[config.mk]
export PLATFORM = sky130hd
export DESIGN_NAME = lat_cfg
export DESIGN_NICKNAME = d
export VERILOG_FILES = /design/src/hdl/lat_pkg.sv /design/src/hdl/lat_cfg.sv
export SDC_FILE = /design/constraint.sdc
export NUM_CORES = 1
export LEC_CHECK = 0
export ABC_AREA = 1
export BUFFER_PORTS_ARGS = -buffer_cell sky130_fd_sc_hd__buf_2
export CORE_UTILIZATION = 35
export CTS_CLUSTER_DIAMETER = 50
export CTS_CLUSTER_SIZE = 40
export DETAILED_ROUTE_END_ITERATION = 10
export PLACE_DENSITY = 0.65
export SLEW_MARGIN = 20
export SYNTH_ARGS = -nofsm -noshare
export SYNTH_HDL_FRONTEND = slang
export SYNTH_SLANG_ARGS = --single-unit
[constraint.sdc]
create_clock -name i_clk -period 1.11 [get_ports i_clk]
set_input_delay 0.0555 -clock i_clk [delete_from_list [all_inputs] [get_ports i_clk]]
set_output_delay 0.0555 -clock i_clk [all_outputs]
set_load 0.02 [all_outputs]
[src/hdl/lat_pkg.sv]
// shared types and constants of the trigger and capture block
`default_nettype none

package lat_pkg;

    // probes wired to the block and trigger steps honored
    localparam int PROBE_COUNT       = 8;
    localparam int MAX_TRIGGER_STEPS = 16;
    localparam int CAPTURE_DEPTH_DEF = 4096;

    // mask of the probe bits that exist
    localparam logic [7:0] PROBE_MASK = 8'((1 << PROBE_COUNT) - 1);

    // reset value of the capture length register
    localparam logic [12:0] LENGTH_RST = 13'd4096;

    // item kinds carried in the input tuser
    typedef enum logic [1:0] {
        OP_START = 2'd0,
        OP_TICK  = 2'd1,
        OP_READ  = 2'd2
    } t_op;

    // capture phase as reported in every result word
    typedef enum logic [1:0] {
        PH_IDLE    = 2'd0,
        PH_WAIT    = 2'd1,
        PH_CAPTURE = 2'd2
    } t_phase;

    // register slots, 8 bytes apart
    typedef enum logic [1:0] {
        REG_STEPS  = 2'd0,
        REG_COUNT  = 2'd1,
        REG_LENGTH = 2'd2,
        REG_GAP    = 2'd3
    } t_reg;

    // configuration as seen by the sequencer
    typedef struct packed {
        logic [63:0] steps;
        logic [4:0]  count;
        logic [12:0] length;
        logic [15:0] gap;
    } t_cfg;

    // status after one word
    typedef struct packed {
        t_phase      phase;
        logic [4:0]  step;
        logic [12:0] count;
    } t_stat;

endpackage

`default_nettype wire

[src/hdl/lat_cfg.sv]
// configuration register file behind the apb port
`default_nettype none

module lat_cfg (
    input  wire logic           i_clk,
    input  wire logic           i_rst_n,
    input  wire logic           psel,
    input  wire logic           penable,
    input  wire logic           pwrite,
    input  wire logic [4:0]     paddr,
    input  wire logic [63:0]    pwdata,
    output logic      [63:0]    prdata,
    output logic                pready,
    output lat_pkg::t_cfg       o_cfg
);

    logic          wr;
    lat_pkg::t_reg sel;
    lat_pkg::t_cfg r_cfg;

    assign pready = 1'b1;
    assign wr     = psel && penable && pwrite && pready;
    assign sel    = lat_pkg::t_reg'(paddr[4:3]);
    assign o_cfg  = r_cfg;

    // register writes
    always_ff @(posedge i_clk) begin
        if (!i_rst_n) begin
            r_cfg.steps  <= '0;
            r_cfg.count  <= '0;
            r_cfg.length <= lat_pkg::LENGTH_RST;
            r_cfg.gap    <= '0;
        end else if (wr) begin
            unique case (sel)
                lat_pkg::REG_STEPS:  r_cfg.steps  <= pwdata;
                lat_pkg::REG_COUNT:  r_cfg.count  <= pwdata[4:0];
                lat_pkg::REG_LENGTH: r_cfg.length <= pwdata[12:0];
                lat_pkg::REG_GAP:    r_cfg.gap    <= pwdata[15:0];
            endcase
        end
    end

    // read back
    always_comb begin
        unique case (sel)
            lat_pkg::REG_STEPS:  prdata = r_cfg.steps;
            lat_pkg::REG_COUNT:  prdata = 64'(r_cfg.count);
            lat_pkg::REG_LENGTH: prdata = 64'(r_cfg.length);
            lat_pkg::REG_GAP:    prdata = 64'(r_cfg.gap);
        endcase
    end

endmodule

`default_nettype wire

==> results.toml, run 1 <==
[global_routing]
use_met1_pct = 25.1
grt_first_pass_wirelength_um = 21900
globalRouteMet3Util_pct = 4.45
first_global_vias = 4364
groute.layer.met2.usage_pct = 31.7
grtUsageTotal_pct = 19.5
grt_overflow = 0
grt-busiest-layer = "met2"
antenna_found_initial = 0
grt_max_degree = 52

[cells_and_area]
final_nets = 1079
fill_cells = 1399
layout_common_cells = "nor2_1 (243), buf_2 (208), nand2_1 (146), inv_1 (112), nand3_1 (105)"
area_growth_pct = 40.7
antenna_cells = 0
largest_reg_flops = 98
layout_commonest_cell = "nor2_1"
drive_gt1_share_pct = 33.3

[floorplan]
dieArea_sq_mm = 0.0142
die_x_um = 119
io_pins = 237
die_height_um = 119
core_area_sq_mm = 0.0133
rows = 42
initial_core_util_pct = 36.1

[placed_design]
hpwl_um = 9750
gp_congestion = 0.762
io_buffers = 232
place_ws_ps = -27.8

[clock_network]
worstSkewPairLatency_ps = 340
cts.sinks = 98
htree_levels = 3
clk_pin_slew_ps = 70
numCtsBuffers = 9
root_buffer = "clkbuf_16"
clockBufferDepth = 2
cts_tree = "built"

[drt]
drt_iter0_drc = 287
routed_wirelength_um = 13800
drtAntennaViolNets = 0
wl_per_cell_um = 11.7
vias_per_cell = 4.42
via_count = 5229
drc = 0
drt_first_pass_iters = 4

[setup_path]
r2r_start = "o_cfg[48]"
cp.buffers_inverters = 2
end_kind = "output pin"
rrSetupSlack_ps = 420
start_kind = "flop"
crit_type = "reg2out"
cp.arrival_ps = 1030
cp.required_ps = 1050
worstPathMaxFanout = 3
crit_chain = "inv_1 > nor2_1 > buf_4"
r2r_end = "o_cfg[48]"
crit_slowest_cell = "dfxtp_1"
ff2ff_path_depth = 3
crit_family = "flip-flops"
slowest_delay_ps = 350

[run_status]
status = "complete, no violations"

[synthesis]
synth.top_cell.area_share_pct = 40.8
yosys_warnings = 0
synth_seq_cells = 98
synthCells = 776
synth_nets = 850
yosysSeqAreaShare_pct = 40.8
synth_area_leader_cell = "dfxtp_1"
ys_types = 19
ys_top_cells_by_area = "dfxtp_1 (41%), nor2_1 (19%), nand2_1 (11%)"
syn_area_sq_mm = 0.00480
avgSynthCellArea_sq_um = 6.19

[pwr]
cellPowerDensity_mw_per_mm2 = 1120
p_leak_nw = 3.57
finalPower_mw = 7.56
ir_drop_v = 0.000641

[timing]
fmax_mhz = 922
hold_violations = 0
skew_ps = 0
drv_slew = 0
finalWorstSetupSlack_ps = 25.6
period_share_pct = 97.7
finalSetupViolCount = 0
finalCriticalPeriod_ps = 1080
fin_hold_ws_ps = 23.9

[worst_hold_path]
holdPathEnd = "o_cfg[53]"
hp-start = "pwdata[19]"
whs_path_depth = 5
hp-class = "in2reg"

[job]
cap_violations = 0
-- metal layers --
layer / share of wire (%) / vias to the layer above / wire [um]
met2: 47 / 163 / 6440
li1: - / 2765 / -
met1: 45 / 2288 / 6260
met4: 1.4 / 0 / 193
met3: 6.6 / 13 / 904
met5: 0 / - / 0
-- cells in the mapped netlist, drive strengths merged --
cell type / count
nor2: 250
nand2: 147
inv: 116
nand3: 107
dfxtp: 98
buf: 43
clkbuf: 5
nand4: 5
a22o: 3
conb: 1
o21ai: 1
-- how the worst max path moves through the flow --
stage / from / end / slack [ps] / cells past startpoint
6_report: o_cfg[85] / prdata[51] / 30 / 3
5_1_grt: o_cfg[85] / prdata[51] / -60 / 3
4_1_cts: o_cfg[48] / prdata[14] / 1 / 2
3_5_place_dp: paddr[4] / prdata[27] / -30 / 6
3_3_place_gp: paddr[3] / prdata[33] / -2 / 6
2_1_floorplan: paddr[3] / prdata[18] / 210 / 5
-- power by group --
part | switching, mW | internal [mW] | total, mW
sequential | 0.0591 | 3.60 | 3.66
combinational | 0.648 | 0.427 | 1.07
clock | 1.29 | 1.54 | 2.83
-- what timing repair did --
action,4_1_cts,5_1_grt
setup buffers,2,1
hold buffers,1,0
setup endpoints to repair,51,42
gates resized for setup,8,67
cloned,0,0
pin swaps,0,2
endpoints found under the hold margin,1,0
-- through the flow --
| stage | instances | area, sq um | setup TNS [ps] | utilization (%) |
|---|---|---|---|---|
| finish | 1184 | 6760 | 0 | 50.8 |
| global route | 1184 | 6760 | -63.0 | 50.8 |
| CTS | 1183 | 6630 | 0 | 49.8 |
| detailed placement | 1166 | 6320 | -426 | 47.6 |
| global placement | 1166 | 6320 | -2.08 | 47.6 |
| floorplan | 776 | 4800 | 0 | - |
-- final cells by class --
type | instances | area (sq um) | share of cell area (%)
sequential | 98 | 2020 | 29.8
timing repair buffer | 266 | 1670 | 24.7
tap | 176 | 220 | 3.26
clock inverter | 4 | 20.0 | 0.296
inverter | 116 | 435 | 6.44
multi-input combinational | 514 | 2160 | 31.9
clock buffer | 10 | 239 | 3.54
-- cells by family after synthesis --
kind of cell    share of synthesized area [%]
buf+inv                                  14.4
flops                                    40.8
simple gates                             44.0
compound gates                          0.651
other cells                            0.0781
-- worst min-delay path, cell delays in order --
cell and delay (ps):
buf_2 70, inv_1 30, nand3_1 70, nand2_1 50
nor2_1 70
Note: power is estimated with default switching activity, not from simulation.
==> run 2: changes to the inputs <==
--- a/config.mk
+++ b/config.mk
@@ -7,11 +7,11 @@
 export LEC_CHECK = 0
 export ABC_AREA = 1
 export BUFFER_PORTS_ARGS = -buffer_cell sky130_fd_sc_hd__buf_2
-export CORE_UTILIZATION = 35
+export CORE_UTILIZATION = 46
 export CTS_CLUSTER_DIAMETER = 50
 export CTS_CLUSTER_SIZE = 40
 export DETAILED_ROUTE_END_ITERATION = 10
-export PLACE_DENSITY = 0.65
+export PLACE_DENSITY = 0.81
 export SLEW_MARGIN = 20
 export SYNTH_ARGS = -nofsm -noshare
 export SYNTH_HDL_FRONTEND = slang
==> results.toml, run 2 (same netlist as run 1, synthesis figures left out) <==
[global_routing]
grt_overflow = 0
first_global_vias = 4523
grt_max_degree = 61
grt_first_pass_wirelength_um = 21800
grtUsageTotal_pct = 24.6
antenna_found_initial = 1

[setup_path]
worstPathMaxFanout = 2
cp.arrival_ps = 1040
crit_family = "flip-flops"
cp.required_ps = 1050
start_kind = "flop"
r2r_end = "o_cfg[47]"
crit_type = "reg2out"
crit_chain = "a22o_1 > buf_6"
end_kind = "output pin"
crit_slowest_cell = "dfxtp_2"
r2r_start = "o_cfg[47]"
slowest_delay_ps = 330
ff2ff_path_depth = 3
cp.buffers_inverters = 1
rrSetupSlack_ps = 410

[drt]
routed_wirelength_um = 14000
drc = 0
drt_iter0_drc = 230
wl_per_cell_um = 12.1
drt_first_pass_iters = 4
drtAntennaViolNets = 0
via_count = 5454
vias_per_cell = 4.72

[worst_hold_path]
hp-start = "pwdata[51]"
whs_path_depth = 5
hp-class = "in2reg"
holdPathEnd = "o_cfg[85]"

[clock_network]
numCtsBuffers = 9
clockBufferDepth = 2
worstSkewPairLatency_ps = 350
root_buffer = "clkbuf_8"
htree_levels = 3
clk_pin_slew_ps = 100
cts.sinks = 98
cts_tree = "built"

[floorplan]
rows = 36
die_x_um = 104
io_pins = 237
dieArea_sq_mm = 0.0109
core_area_sq_mm = 0.00995
initial_core_util_pct = 48.3
die_height_um = 104

[timing]
setup-tns-final_ps = 0
finalSetupViolCount = 0
drv_slew = 0
hold_violations = 0
finalWorstSetupSlack_ps = 10.5
skew_ps = 0
fin_hold_ws_ps = 13.4
fmax_mhz = 910
period_share_pct = 99.1
rsz0062_at_grt = "yes"
finalCriticalPeriod_ps = 1100

[run_status]
status = "complete, no violations"

[placed_design]
gp_congestion = 0.764
post-place-cells = 1112
place_ws_ps = 55.8
io_buffers = 232
hpwl_um = 9380

[cells_and_area]
final_nets = 1091
layout_commonest_cell = "nor2_1"
final_cells = 1156
area_growth_pct = 43.7
layout_common_cells = "nor2_1 (235), buf_2 (195), nand2_1 (146), inv_1 (107), nand3_1 (106)"
largest_reg_flops = 98
drive_gt1_share_pct = 38.0

[pwr]
p_leak_nw = 3.61
cellPowerDensity_mw_per_mm2 = 1030
ir_drop_v = 0.000755

[job]
cap_violations = 0
[run 2: cell types whose count changed in the layout (fill, tap and decap cells not counted), sizes merged, moves of 2 or more]
cell	change
buf	-5
clkinv	-2
dlygate4sd3	+17
inv	+2
[run 2: metal layers]
metal,wire length (um),share of wire [%],global-route usage (%),up-vias
met5,0,0,0,-
met4,275,2.0,10.5,0
met3,838,6.0,4.64,20
met2,7150,51,42.4,201
met1,5690,41,29.9,2444
li1,-,-,-,2789
[run 2: worst min-delay path, stage by stage]
cell and delay [ps]:
buf_2 80, inv_1 30, nand3_1 70, nand2_1 50, nor2_1 70
[run 2: worst max-delay path by stage]
stage               from    endpoint  slack (ps)  cells after the start
3_5_place_dp    paddr[3]   o_cfg[54]          60                      7
4_1_cts        o_cfg[47]  prdata[13]         -30                      2
5_1_grt        o_cfg[92]  prdata[58]         -40                      3
2_1_floorplan   paddr[3]  prdata[18]         210                      5
3_3_place_gp    paddr[4]   prdata[2]         100                      7
6_report       o_cfg[47]  prdata[13]          10                      2
[run 2: cell type report]
type	instances	area (sq um)
flip-flops and latches	98	2070
fillers	865	3050
diodes	1	2.50
multi-input cells	514	2180
inverters	116	435
clock inverters	5	61.3
repair buffers	278	1850
clock buffers	11	141
well taps	133	166
[run 2: what timing repair did]
| item | CTS | global route |
|---|---|---|
| setup endpoints to repair | 9 | 58 |
| hold endpoints to repair | 17 | 1 |
| gates cloned | 0 | 0 |
| pin swaps | 2 | 12 |
| setup buffers | 3 | 6 |
| resized for setup | 15 | 129 |
| hold buffers | 17 | 1 |
[run 2: power breakdown]
part / internal [mW] / switching (mW) / total (mW)
Sequential: 3.60 / 0.0593 / 3.66
Combinational: 0.448 / 0.657 / 1.10
Clock: 1.12 / 1.23 / 2.36
[run 2: stage by stage]
step	power, mW	area (sq um)	util [%]
4_1_cts	7.14	6620	66.5
6_report	7.12	6900	69.3
3_5_place_dp	4.76	6200	62.3
2_1_floorplan	4.35	4800	-
5_1_grt	7.47	6900	69.3
3_3_place_gp	4.74	6200	62.3
