<file path="config.mk">
export PLATFORM = sky130hd
export DESIGN_NAME = lat_ctrl
export DESIGN_NICKNAME = d
export VERILOG_FILES = /design/src/hdl/lat_pkg.sv /design/src/hdl/lat_ctrl.sv
export SDC_FILE = /design/constraint.sdc
export NUM_CORES = 1
export LEC_CHECK = 0
export ABC_AREA = 1
export BUFFER_PORTS_ARGS = -buffer_cell sky130_fd_sc_hd__buf_2
export CORE_MARGIN = 5
export CORE_UTILIZATION = 45
export CTS_BUF_LIST = sky130_fd_sc_hd__clkbuf_4 sky130_fd_sc_hd__clkbuf_8
export DETAILED_ROUTE_END_ITERATION = 10
export PLACE_DENSITY = 0.7
export SLEW_MARGIN = 20
export SYNTH_ARGS = -nofsm -noshare
export SYNTH_HDL_FRONTEND = slang
export SYNTH_SLANG_ARGS = --single-unit
</file>
<file path="constraint.sdc">
create_clock -name i_clk -period 8.45 [get_ports i_clk]
set_input_delay 1.69 -clock i_clk [delete_from_list [all_inputs] [get_ports i_clk]]
set_output_delay 1.69 -clock i_clk [all_outputs]
set_load 0.005 [all_outputs]
</file>
<file path="src/hdl/lat_pkg.sv">
// shared types and constants of the trigger and capture block
`default_nettype none

package lat_pkg;

    // probes wired to the block and trigger steps honored
    localparam int PROBE_COUNT       = 8;
    localparam int MAX_TRIGGER_STEPS = 16;
    localparam int CAPTURE_DEPTH_DEF = 4096;

    // mask of the probe bits that exist
    localparam logic [7:0] PROBE_MASK = 8'((1 << PROBE_COUNT) - 1);

    // reset value of the capture length register
    localparam logic [12:0] LENGTH_RST = 13'd4096;

    // item kinds carried in the input tuser
    typedef enum logic [1:0] {
        OP_START = 2'd0,
        OP_TICK  = 2'd1,
        OP_READ  = 2'd2
    } t_op;

    // capture phase as reported in every result word
    typedef enum logic [1:0] {
        PH_IDLE    = 2'd0,
        PH_WAIT    = 2'd1,
        PH_CAPTURE = 2'd2
    } t_phase;

    // register slots, 8 bytes apart
    typedef enum logic [1:0] {
        REG_STEPS  = 2'd0,
        REG_COUNT  = 2'd1,
        REG_LENGTH = 2'd2,
        REG_GAP    = 2'd3
    } t_reg;

    // configuration as seen by the sequencer
    typedef struct packed {
        logic [63:0] steps;
        logic [4:0]  count;
        logic [12:0] length;
        logic [15:0] gap;
    } t_cfg;

    // status after one word
    typedef struct packed {
        t_phase      phase;
        logic [4:0]  step;
        logic [12:0] count;
    } t_stat;

endpackage

`default_nettype wire

</file>
<file path="src/hdl/lat_ctrl.sv">
// trigger walker and capture sequencer
`default_nettype none

module lat_ctrl #(
    parameter int CAPTURE_DEPTH = lat_pkg::CAPTURE_DEPTH_DEF,
    localparam int AW           = $clog2(CAPTURE_DEPTH),
    localparam int CW           = $clog2(CAPTURE_DEPTH + 1)
) (
    input  wire logic          i_clk,
    input  wire logic          i_rst_n,
    input  wire lat_pkg::t_cfg i_cfg,
    input  wire logic          i_accept,
    input  wire logic [1:0]    i_op,
    input  wire logic [7:0]    i_probes,
    output lat_pkg::t_stat     o_stat,
    output logic      [CW-1:0] o_count,
    output logic               o_wr_en,
    output logic      [AW-1:0] o_wr_addr,
    output logic      [7:0]    o_wr_data
);

    localparam int WW = (CW > 13) ? CW : 13;

    lat_pkg::t_phase r_phase, n_phase;
    logic [4:0]      r_step, n_step;
    logic [CW-1:0]   r_count, n_count;
    logic [15:0]     r_gap, n_gap;

    logic [4:0]    eff_steps;
    logic [WW-1:0] len_w;
    logic [CW-1:0] eff_len;
    logic [7:0]    sample;
    logic [3:0]    cur_step;
    logic          hit;
    logic [4:0]    step_inc;
    logic [CW-1:0] count_inc;
    lat_pkg::t_op  op;

    assign op = lat_pkg::t_op'(i_op);

    // effective step count and capture length
    assign eff_steps = (i_cfg.count > 5'(lat_pkg::MAX_TRIGGER_STEPS))
                     ? 5'(lat_pkg::MAX_TRIGGER_STEPS) : i_cfg.count;

    always_comb begin
        len_w = WW'(i_cfg.length);
        if (len_w == '0) begin
            len_w = WW'(1);
        end else if (len_w > WW'(CAPTURE_DEPTH)) begin
            len_w = WW'(CAPTURE_DEPTH);
        end
        eff_len = CW'(len_w);
    end

    // step match on this sample
    assign sample    = i_probes & lat_pkg::PROBE_MASK;
    assign cur_step  = i_cfg.steps[{r_step[3:0], 2'b00} +: 4];
    assign hit       = (sample[cur_step[2:0]] == cur_step[3]);
    assign step_inc  = r_step + 5'd1;
    assign count_inc = r_count + CW'(1);

    // next state and buffer write
    always_comb begin
        n_phase   = r_phase;
        n_step    = r_step;
        n_count   = r_count;
        n_gap     = r_gap;
        o_wr_en   = 1'b0;
        o_wr_addr = AW'(r_count);
        if (i_accept) begin
            unique case (op)
                lat_pkg::OP_START: begin
                    n_step  = '0;
                    n_count = '0;
                    n_gap   = '0;
                    n_phase = (eff_steps == '0) ? lat_pkg::PH_CAPTURE : lat_pkg::PH_WAIT;
                end
                lat_pkg::OP_TICK: begin
                    unique case (r_phase)
                        lat_pkg::PH_WAIT: begin
                            if (hit) begin
                                n_step = step_inc;
                                if (step_inc >= eff_steps) begin
                                    // triggering sample goes to entry zero
                                    o_wr_en   = 1'b1;
                                    o_wr_addr = '0;
                                    n_count   = CW'(1);
                                    n_gap     = i_cfg.gap;
                                    n_phase   = (eff_len <= CW'(1))
                                              ? lat_pkg::PH_IDLE : lat_pkg::PH_CAPTURE;
                                end
                            end
                        end
                        lat_pkg::PH_CAPTURE: begin
                            if (r_count >= eff_len) begin
                                n_phase = lat_pkg::PH_IDLE;
                            end else if (r_gap != '0) begin
                                n_gap = r_gap - 16'd1;
                            end else begin
                                o_wr_en = 1'b1;
                                n_count = count_inc;
                                n_gap   = i_cfg.gap;
                                if (count_inc >= eff_len) begin
                                    n_phase = lat_pkg::PH_IDLE;
                                end
                            end
                        end
                        default: begin
                        end
                    endcase
                end
                default: begin
                end
            endcase
        end
    end

    assign o_wr_data    = sample;
    assign o_count      = r_count;
    assign o_stat.phase = n_phase;
    assign o_stat.step  = n_step;
    assign o_stat.count = 13'(n_count);

    // sequencer state
    always_ff @(posedge i_clk) begin
        if (!i_rst_n) begin
            r_phase <= lat_pkg::PH_IDLE;
            r_step  <= '0;
            r_count <= '0;
            r_gap   <= '0;
        end else begin
            r_phase <= n_phase;
            r_step  <= n_step;
            r_count <= n_count;
            r_gap   <= n_gap;
        end
    end

    // every stored sample advances the count past its entry
    a_wr_count: assert property (@(posedge i_clk) disable iff (!i_rst_n)
        o_wr_en |=> (r_count == CW'($past(o_wr_addr)) + CW'(1)))
        else $error("count did not follow buffer write");

    // nothing is stored while the trigger is still pending
    a_wait_empty: assert property (@(posedge i_clk) disable iff (!i_rst_n)
        (r_phase == lat_pkg::PH_WAIT) |-> (r_count == '0))
        else $error("samples held while waiting on trigger");

    // a start always arms from a clean slate
    a_start: assert property (@(posedge i_clk) disable iff (!i_rst_n)
        (i_accept && (op == lat_pkg::OP_START))
        |=> (r_step == '0 && r_count == '0 && r_phase != lat_pkg::PH_IDLE))
        else $error("start did not rearm");

endmodule

`default_nettype wire

</file>
==> impl_metrics.csv, run 1 <==
group,metric,value,unit
run_status,status,"completed",
layout,drive_above_1_share,0.206,
global_route,overflow,0,
synthesis,yosys_warnings,0,
setup_path,timing.rr.start,"o_count[0]",
clocking,cts_resized,0,
floorplan,core,0.0101,mm2
global_route,grt_start_max_net_pins,40,
synthesis,async_flop_share,0,
placed_design,globalplace.congestion,0.939,
clocking,cts_sinks,36,
clocking,clkSlewWorstSetupHoldPaths,0.09,ns
floorplan,fp-row-count,37,
synthesis,synth.top_cells.by_count,"211 x nand2_1, 103 x inv_1, 82 x nor2_1",
layout,syn2layout_area_growth,18.0,%
sta,setup_tns,0,ns
sta,setup_viol,0,
setup_path,critPathLaunch,"i_cfg[20]",
power,power_density,89.0,mW/mm2
clocking,cts_buffer_depth,2,
sta,clock_skew,0.0171,ns
placed_design,numPortBuffers,164,
floorplan,ioPinCount,165,
synthesis,mappedNetlistArea,0.00460,mm2
clocking,postCtsSetupBuffers,0,
setup_path,cp.required,6.76,ns
global_route,use_met2,0.365,
setup_path,cp-start-kind,"input port",
global_route,met1_usage,0.301,
setup_path,arrival,4.67,ns
sta,fin_crit_sh,0.753,
global_route,busiest_layer,"met2",
clocking,cts_hold_buf,0,
floorplan,dieArea,0.0123,mm2
min_path,hold_path_class,"reg2reg",
sta,fin_crit,6.36,ns
placed_design,dp_cells,1056,
sta,fmax,0.157,GHz
sta,worst_slew_pin_slew,0.837,ns
sta,postLayoutSetupSlackWorst,2.09,ns
floorplan,die_w,111,um
synthesis,netlist_top_cells_area,"nand2_1 17%, dfxtp_1 16%, ha_1 9.8%, nand3_1 8.6%, inv_1 8.4%",
sta,hold_violations,0,
placed_design,dp_slack,2.14,ns
synthesis,synth_cell_type_count,38,
global_route,antenna_found_initial,0,
route,vias,5455,
setup_path,worstSetupPathType,"in2out",
flow_run,drv_cap,0,
synthesis,synth_edf_count,0,
global_route,grt_pass1_vias,4829,
layout,antenna_cells,0,
min_path,hp-start,"r_gap[1]",
floorplan,start_util,0.454,
route,drt_wl_total,14.4,mm
global_route,track_usage,0.221,
route,drt-pass1-iter-count,5,
synthesis,ys_seq_area_frac,0.157,
route,vias_per_cell,5.13,
layout,stdcell_count,1064,
route,ant_nets,0,
synthesis,synth.largest_area_cell,"nand2_1",
power,peakVddDrop,0.0000682,V
route,drt-wirelength-per-cell,13.5,um
synthesis,ys_ff_latch,36,
clocking,root_buffer,"clkbuf_8",
sta,maxSlewViolCount,0,
clocking,htree_levels,2,
synthesis,yosysMostFrequentCell,"nand2_1",
route,drc,0,
synthesis,syn_inst,796,
route,drtIter0Drc,511,
clocking,cts_tree,"built",
global_route,grt_pass1_wl,23.2,mm
placed_design,dp_hpwl,11.2,mm
power,p_leak,0.00303,uW
floorplan,die_y,111,um
clocking,insertion_delay,0.30,ns
synthesis,avgSynthCellArea,5.78,um2
global_route,use_met3,0.0420,
sta,timing.slew.headroom,0.441,
clocking,cts_made_buffers,5,
sta,hold_slack,0.517,ns
synthesis,yosysTopAreaCellShare,0.172,
layout,fin_util,0.535,
synthesis,syn_nets,943,
setup_path,crit_fanout,12,
layout,nNetsFinal,1074,
setup_path,crit_path_end_kind,"output pin",
sta,rsz0062_at_grt,"no",
synthesis,synth_ff_type,"dfxtp_1",
## metrics by stage
step,total power [uW],instance area [um2]
4_1_cts,488,5430
6_report,483,5430
5_1_grt,520,5430
3_5_place_dp,352,5340
2_1_floorplan,299,4600
3_3_place_gp,352,5340
## kinds of logic after synthesis
kind of cell | share of synthesized area
buffers and inverters | 0.146
DFF | 0.157
adders and majority gates | 0.0979
xor gates and xnor gates | 0.0457
AOI/OAI and AO/OA | 0.160
and+or+nand+nor | 0.395
## where the power goes
part | internal [uW] | switching, uW | leakage [uW]
clock | 58.7 | 75.5 | 0.0000445
sequential | 176 | 8.23 | 0.000293
combinational | 68.9 | 95.9 | 0.00269
## cells in the final DEF (no fill, tap or decap), types with 3 or more instances in the layout
| cell | instances |
|---|---|
| a21oi_1 | 48 |
| buf_2 | 164 |
| clkbuf_8 | 5 |
| dfxtp_1 | 35 |
| ha_1 | 36 |
| inv_1 | 103 |
| nand2_1 | 211 |
| nand2_2 | 4 |
| nand3_1 | 79 |
| nand3_2 | 5 |
| nand4_1 | 13 |
| nor2_1 | 82 |
| nor3_1 | 8 |
| nor4_1 | 4 |
| o2111ai_1 | 4 |
| o211ai_1 | 4 |
| o21a_1 | 5 |
| o21ai_0 | 67 |
| o21ai_1 | 3 |
| xnor2_1 | 6 |
| xor2_1 | 18 |
## routing by layer
layer	share of wire	routed length (um)
met1	0.46	6630
met2	0.45	6440
met3	0.072	1030
met4	0.017	248
met5	0	0
## layout make-up
| cell class | count | area (um2) |
|---|---|---|
| clock buffers | 5 | 68.8 |
| clock inverters | 3 | 21.3 |
| fillers | 1120 | 4710 |
| inverters | 106 | 400 |
| multi-input cells | 612 | 3210 |
| flip-flops and latches | 36 | 722 |
| well taps | 136 | 170 |
| repair buffers | 166 | 836 |
## sequential cells by signal, indices dropped and copies added, names as in the netlist
name / flops
r_gap: 16
r_step: 5
r_phase: 2
o_count: 13
## path summary, 6_finish.rpt
path	end	slack [ns]	depth (start not counted)
min reg2reg	r_gap[1]	0.52	2
min	r_gap[1]	0.52	2
max reg2reg	r_phase[1]	4.95	21
max	o_stat[11]	2.09	22
## critical path, cell delays in order
cell      delay (ns)
buf_2           0.11
nor2_1          0.10
nand2_1         0.06
nor3_1          0.13
nand3_1         0.11
nand2_1         0.25
nand2_1         0.16
ha_1            0.34
a21oi_1         0.12
o21ai_0         0.09
a21oi_1         0.15
o21bai_1        0.08
nand3_1         0.06
nand3_1         0.10
inv_1           0.10
nand3_1         0.35
o21ai_0         0.29
inv_1           0.06
nand2_1         0.06
nand2_1         0.08
nand2_1         0.07
buf_2           0.11
(Power assumes the default switching activity.)
==> run 2: changes to the inputs <==
PLACE_DENSITY = 0.73   (was 0.7)
clock period = 5.5 ns   (was 8.45 ns; I/O delays follow)
==> impl_metrics.csv, run 2 (synthesis gave the netlist of run 1 again) <==
group,metric,value,unit
clocking,cts_tree,"built",
setup_path,worstSetupPathType,"reg2out",
sta,fin_crit,4.95,ns
sta,rsz0062_at_grt,"no",
power,power_density,143,mW/mm2
placed_design,dpl-instance-area,0.00535,mm2
sta,fmax,0.202,GHz
setup_path,cp-start-kind,"flop",
setup_path,cp_slowest_stage_delay,0.53,ns
clocking,cts_buffer_depth,2,
route,vias,5447,
clocking,insertion_delay,0.29,ns
power,peakVddDrop,0.000124,V
route,ant_nets,0,
route,drt-wirelength-per-cell,13.6,um
setup_path,arrival,3.85,ns
sta,setup_viol,0,
floorplan,fp-row-count,37,
route,drc,0,
sta,maxSlewViolCount,0,
sta,clock_skew,0.00532,ns
layout,largest_register_ffs,16,
layout,antenna_cells,0,
setup_path,crit_fanout,8,
run_status,status,"completed",
placed_design,dp_slack,0.335,ns
floorplan,ioPinCount,165,
layout,layout_commonest_cell,"nand2_1",
sta,timing.slew.headroom,0.424,
sta,fin_crit_sh,0.900,
placed_design,globalplace.congestion,0.943,
floorplan,dieArea,0.0123,mm2
min_path,hold_path_class,"reg2reg",
sta,worst_slew_pin_slew,0.863,ns
setup_path,path_cells,"inv_1, nor3_1, nand2_1, nor2_1, nand2_1, inv_1, nand2_1, xor2_1, inv_1, ha_1, nand2_1, nor4_1, o21ai_0, nand2_1, o21ai_0, nand2_1, nand2_1, nand2_1, nand3_1, nand2_1, nand2_1, buf_2",
clocking,root_buffer,"clkbuf_8",
global_route,grt_start_max_net_pins,33,
layout,final_cell_mix,"210 x nand2_1, 164 x buf_2, 103 x inv_1",
clocking,cts_hold_buf,0,
placed_design,dp_hpwl,11.2,mm
floorplan,core,0.0101,mm2
sta,hold_violations,0,
sta,setup_tns,0,ns
floorplan,start_util,0.454,
clocking,cts_sinks,36,
flow_run,drv_cap,0,
setup_path,crit_top_cell,"nand2_1",
setup_path,crit_path_end_kind,"output pin",
clocking,cts_made_buffers,5,
layout,syn2layout_area_growth,19.2,%
floorplan,die_y,111,um
placed_design,numPortBuffers,164,
global_route,antenna_found_initial,0,
layout,top_register,"r_gap",
layout,drive_above_1_share,0.211,
global_route,grt_pass1_vias,4979,
setup_path,cp.required,4.40,ns
global_route,overflow,0,
sta,postLayoutSetupSlackWorst,0.549,ns
layout,design_area,0.00548,mm2
clocking,htree_levels,2,
route,drt-pass1-iter-count,5,
layout,nNetsFinal,1077,
power,p_leak,0.00306,uW
global_route,grt_pass1_wl,23.7,mm
sta,hold_slack,0.507,ns
route,drtIter0Drc,521,
route,vias_per_cell,5.10,
power,p_total,786,uW
global_route,track_usage,0.224,
clocking,clkSlewWorstSetupHoldPaths,0.08,ns
route,drt_wl_total,14.5,mm
floorplan,die_w,111,um
setup_path,critPathSlowestCell,"dfxtp_1",
-- run 2: worst max-delay path: cells and delay by family (launching register included) --
kind	cells	cell delay [ns]
compound gates	2	0.20
xor+xnor	1	0.22
fa+ha+maj	1	0.30
buf+inv	4	0.46
flops	1	0.53
simple gates	14	1.83
-- run 2: timing repair --
item | in CTS | in global routing
setup buffers | 0 | 2
setup endpoints to repair | 0 | 12
resized for setup | 0 | 3
endpoints found under the hold margin | 0 | 0
-- run 2: path summary, 6_finish.rpt --
check | start | end | slack (ns) | cells past startpoint
worst max-delay path | o_count[0] | o_stat[19] | 0.55 | 22
worst min-delay path | r_gap[1] | r_gap[1] | 0.51 | 2
worst max register to register | o_count[0] | r_phase[1] | 1.93 | 21
worst min register to register | r_gap[1] | r_gap[1] | 0.51 | 2
-- run 2: cell type report --
type	count	area [um2]
Multi-Input combinational cell	612	3220
Tap cell	136	170
Clock buffer	5	68.8
Fill cell	1116	4650
Timing Repair Buffer	169	858
Sequential cell	36	721
Clock inverter	3	42.5
Inverter	106	400
-- run 2: per-layer routing --
layer  share of wire  vias up  global-route usage
met5               0        -                   0
met3           0.070       13              0.0415
met2            0.46      183               0.377
li1                -     2847                   -
met4           0.010        0              0.0349
met1            0.46     2404               0.304
-- run 2: report_power, final --
group	internal (uW)	switching (uW)	total (uW)	leakage, uW
Combinational	108	150	258	0.00271
Clock	134	111	245	0.0000541
Sequential	270	12.7	283	0.000292
Total	513	273	786	0.00306
-- run 2: per-stage QoR --
stage                     utilization  cells
after floorplan                     -    796
after global placement          0.527   1057
after detailed placement        0.527   1057
after CTS                       0.538   1065
after global routing            0.541   1067
final                           0.541   1067
==> run 3: changes to the inputs <==
BUFFER_PORTS_ARGS = -buffer_cell sky130_fd_sc_hd__clkbuf_2   (was -buffer_cell sky130_fd_sc_hd__buf_2)
GPL_ROUTABILITY_DRIVEN = 0   (was not set)
==> impl_metrics.csv, run 3 (synthesis gave the netlist of run 1 again) <==
group,metric,value,unit
clocking,cts_tree,"built",
floorplan,ioPinCount,165,
layout,nNetsFinal,1075,
floorplan,die_y,111,um
floorplan,dieArea,0.0123,mm2
layout,drive_above_1_share,0.209,
setup_path,worstSetupPathType,"in2out",
layout,seqCellArea,721,um2
clocking,insertion_delay,0.30,ns
setup_path,arrival,3.83,ns
clocking,cts_sinks,36,
layout,largest_register_ffs,16,
floorplan,start_util,0.454,
global_route,grt_start_max_net_pins,33,
floorplan,die_w,111,um
placed_design,numPortBuffers,164,
setup_path,path_cells,"clkbuf_2, nor2_1, nand2_1, nor3_1, nand3_1, nand2_2, nand2_1, ha_1, a21oi_1, o21ai_0, a21oi_1, o21bai_1, nand3_1, nand3_1, o21ai_0, nand3_2, nand2_1, nand2_1, nand2_1, nand2_1, clkbuf_2",
setup_path,crit_top_cell,"nand2_1",
setup_path,critPathSlowestCell,"ha_1",
route,drc,0,
setup_path,critPathLaunch,"i_cfg[20]",
route,ant_nets,0,
sta,hold_slack,0.513,ns
setup_path,crit_end,"o_stat[10]",
layout,fillers,1139,
power,p_leak,0.00302,uW
layout,antenna_cells,0,
power,peakVddDrop,0.000114,V
placed_design,dp_slack,0.324,ns
setup_path,timing.rr.start,"o_count[0]",
clocking,cts_made_buffers,5,
layout,top_register,"r_gap",
global_route,grt_pass1_wl,23.7,mm
sta,postLayoutSetupSlackWorst,0.568,ns
clocking,root_buffer,"clkbuf_8",
placed_design,dp_cells,1057,
floorplan,core,0.0101,mm2
route,drt_wl_total,14.2,mm
setup_path,cp-start-kind,"input port",
sta,fmax,0.203,GHz
clocking,cts_buffer_depth,2,
layout,syn2layout_area_growth,18.4,%
layout,stdcell_count,1065,
sta,clock_skew,0.00743,ns
sta,fin_crit,4.93,ns
setup_path,cp_slowest_stage_delay,0.33,ns
flow_run,drv_cap,0,
global_route,antenna_found_initial,0,
sta,worst_slew_pin_slew,0.850,ns
sta,fin_crit_sh,0.897,
global_route,grt_pass1_vias,5136,
placed_design,dp_hpwl,11.2,mm
layout,multi_input_area,0.00322,mm2
sta,hold_violations,0,
run_status,status,"completed",
route,vias_per_cell,5.11,
clocking,htree_levels,2,
setup_path,rrSetupSlack,1.95,ns
global_route,track_usage,0.223,
setup_path,rr_endpoint,"r_phase[1]",
layout,layout_commonest_cell,"nand2_1",
setup_path,cp.required,4.40,ns
clocking,cts_hold_buf,0,
route,vias,5446,
sta,rsz0062_at_grt,"no",
floorplan,fp-row-count,37,
route,drt-wirelength-per-cell,13.4,um
sta,setup_tns,0,ns
setup_path,crit_fanout,11,
setup_path,crit_path_end_kind,"output pin",
power,power_density,137,mW/mm2
sta,timing.slew.headroom,0.432,
min_path,hold_path_class,"reg2reg",
route,drt-pass1-iter-count,5,
clocking,clkSlewWorstSetupHoldPaths,0.09,ns
route,drtIter0Drc,348,
setup_path,reg2regPathDepth,21,
layout,final_cell_mix,"210 x nand2_1, 164 x clkbuf_2, 103 x inv_1",
global_route,overflow,0,
sta,maxSlewViolCount,0,
sta,setup_viol,0,
[run 3: area by class of cell]
cell class | instances | area share
clock buffer | 5 | 0.0126
clock inverter | 3 | 0.00436
inverter | 106 | 0.0735
multi-input combinational | 612 | 0.591
sequential | 36 | 0.132
tap | 136 | 0.0312
timing repair buffer | 167 | 0.155
[run 3: repair_timing]
| item | CTS | global route |
|---|---|---|
| setup buffers | 0 | 0 |
| endpoints found under the setup margin | 0 | 12 |
| hold endpoints to repair | 0 | 0 |
| gates resized for setup | 0 | 3 |
[run 3: power breakdown]
part	internal (uW)	switching [uW]	total [uW]	leakage (uW)
combinational	106	149	255	0.00268
sequential	270	12.7	283	0.000292
clock	90.1	119	209	0.0000404
[run 3: through the flow]
step / total power, uW / utilization / area (um2)
2_1_floorplan: 459 / - / 4600
3_3_place_gp: 540 / 0.527 / 5350
3_5_place_dp: 542 / 0.527 / 5350
4_1_cts: 752 / 0.536 / 5440
5_1_grt: 799 / 0.538 / 5450
6_report: 747 / 0.538 / 5450
[run 3: metal layers]
layer,part of all wire,up-vias,GRT usage
met5,0,-,0
met4,0.015,0,0.0487
met3,0.080,14,0.0453
met2,0.46,193,0.376
met1,0.45,2383,0.294
li1,-,2856,-
[run 3: worst min-delay path by stage]
stage / startpoint / end / slack (ns) / cells after the start
3_3_place_gp: r_gap[1] / r_gap[1] / 0.49 / 2
6_report: r_gap[1] / r_gap[1] / 0.51 / 2
5_1_grt: r_gap[14] / r_gap[14] / 0.55 / 2
4_1_cts: r_gap[1] / r_gap[1] / 0.52 / 2
3_5_place_dp: r_gap[1] / r_gap[1] / 0.50 / 2
2_1_floorplan: r_gap[1] / r_gap[1] / 0.48 / 2
[run 3: worst max-delay path: cells and delay by family]
| kind | cells | cell delay (ns) |
|---|---|---|
| adders and majority gates | 1 | 0.33 |
| and+or+nand+nor | 13 | 1.52 |
| AOI/OAI and AO/OA | 5 | 0.68 |
| buffers and inverters | 2 | 0.22 |
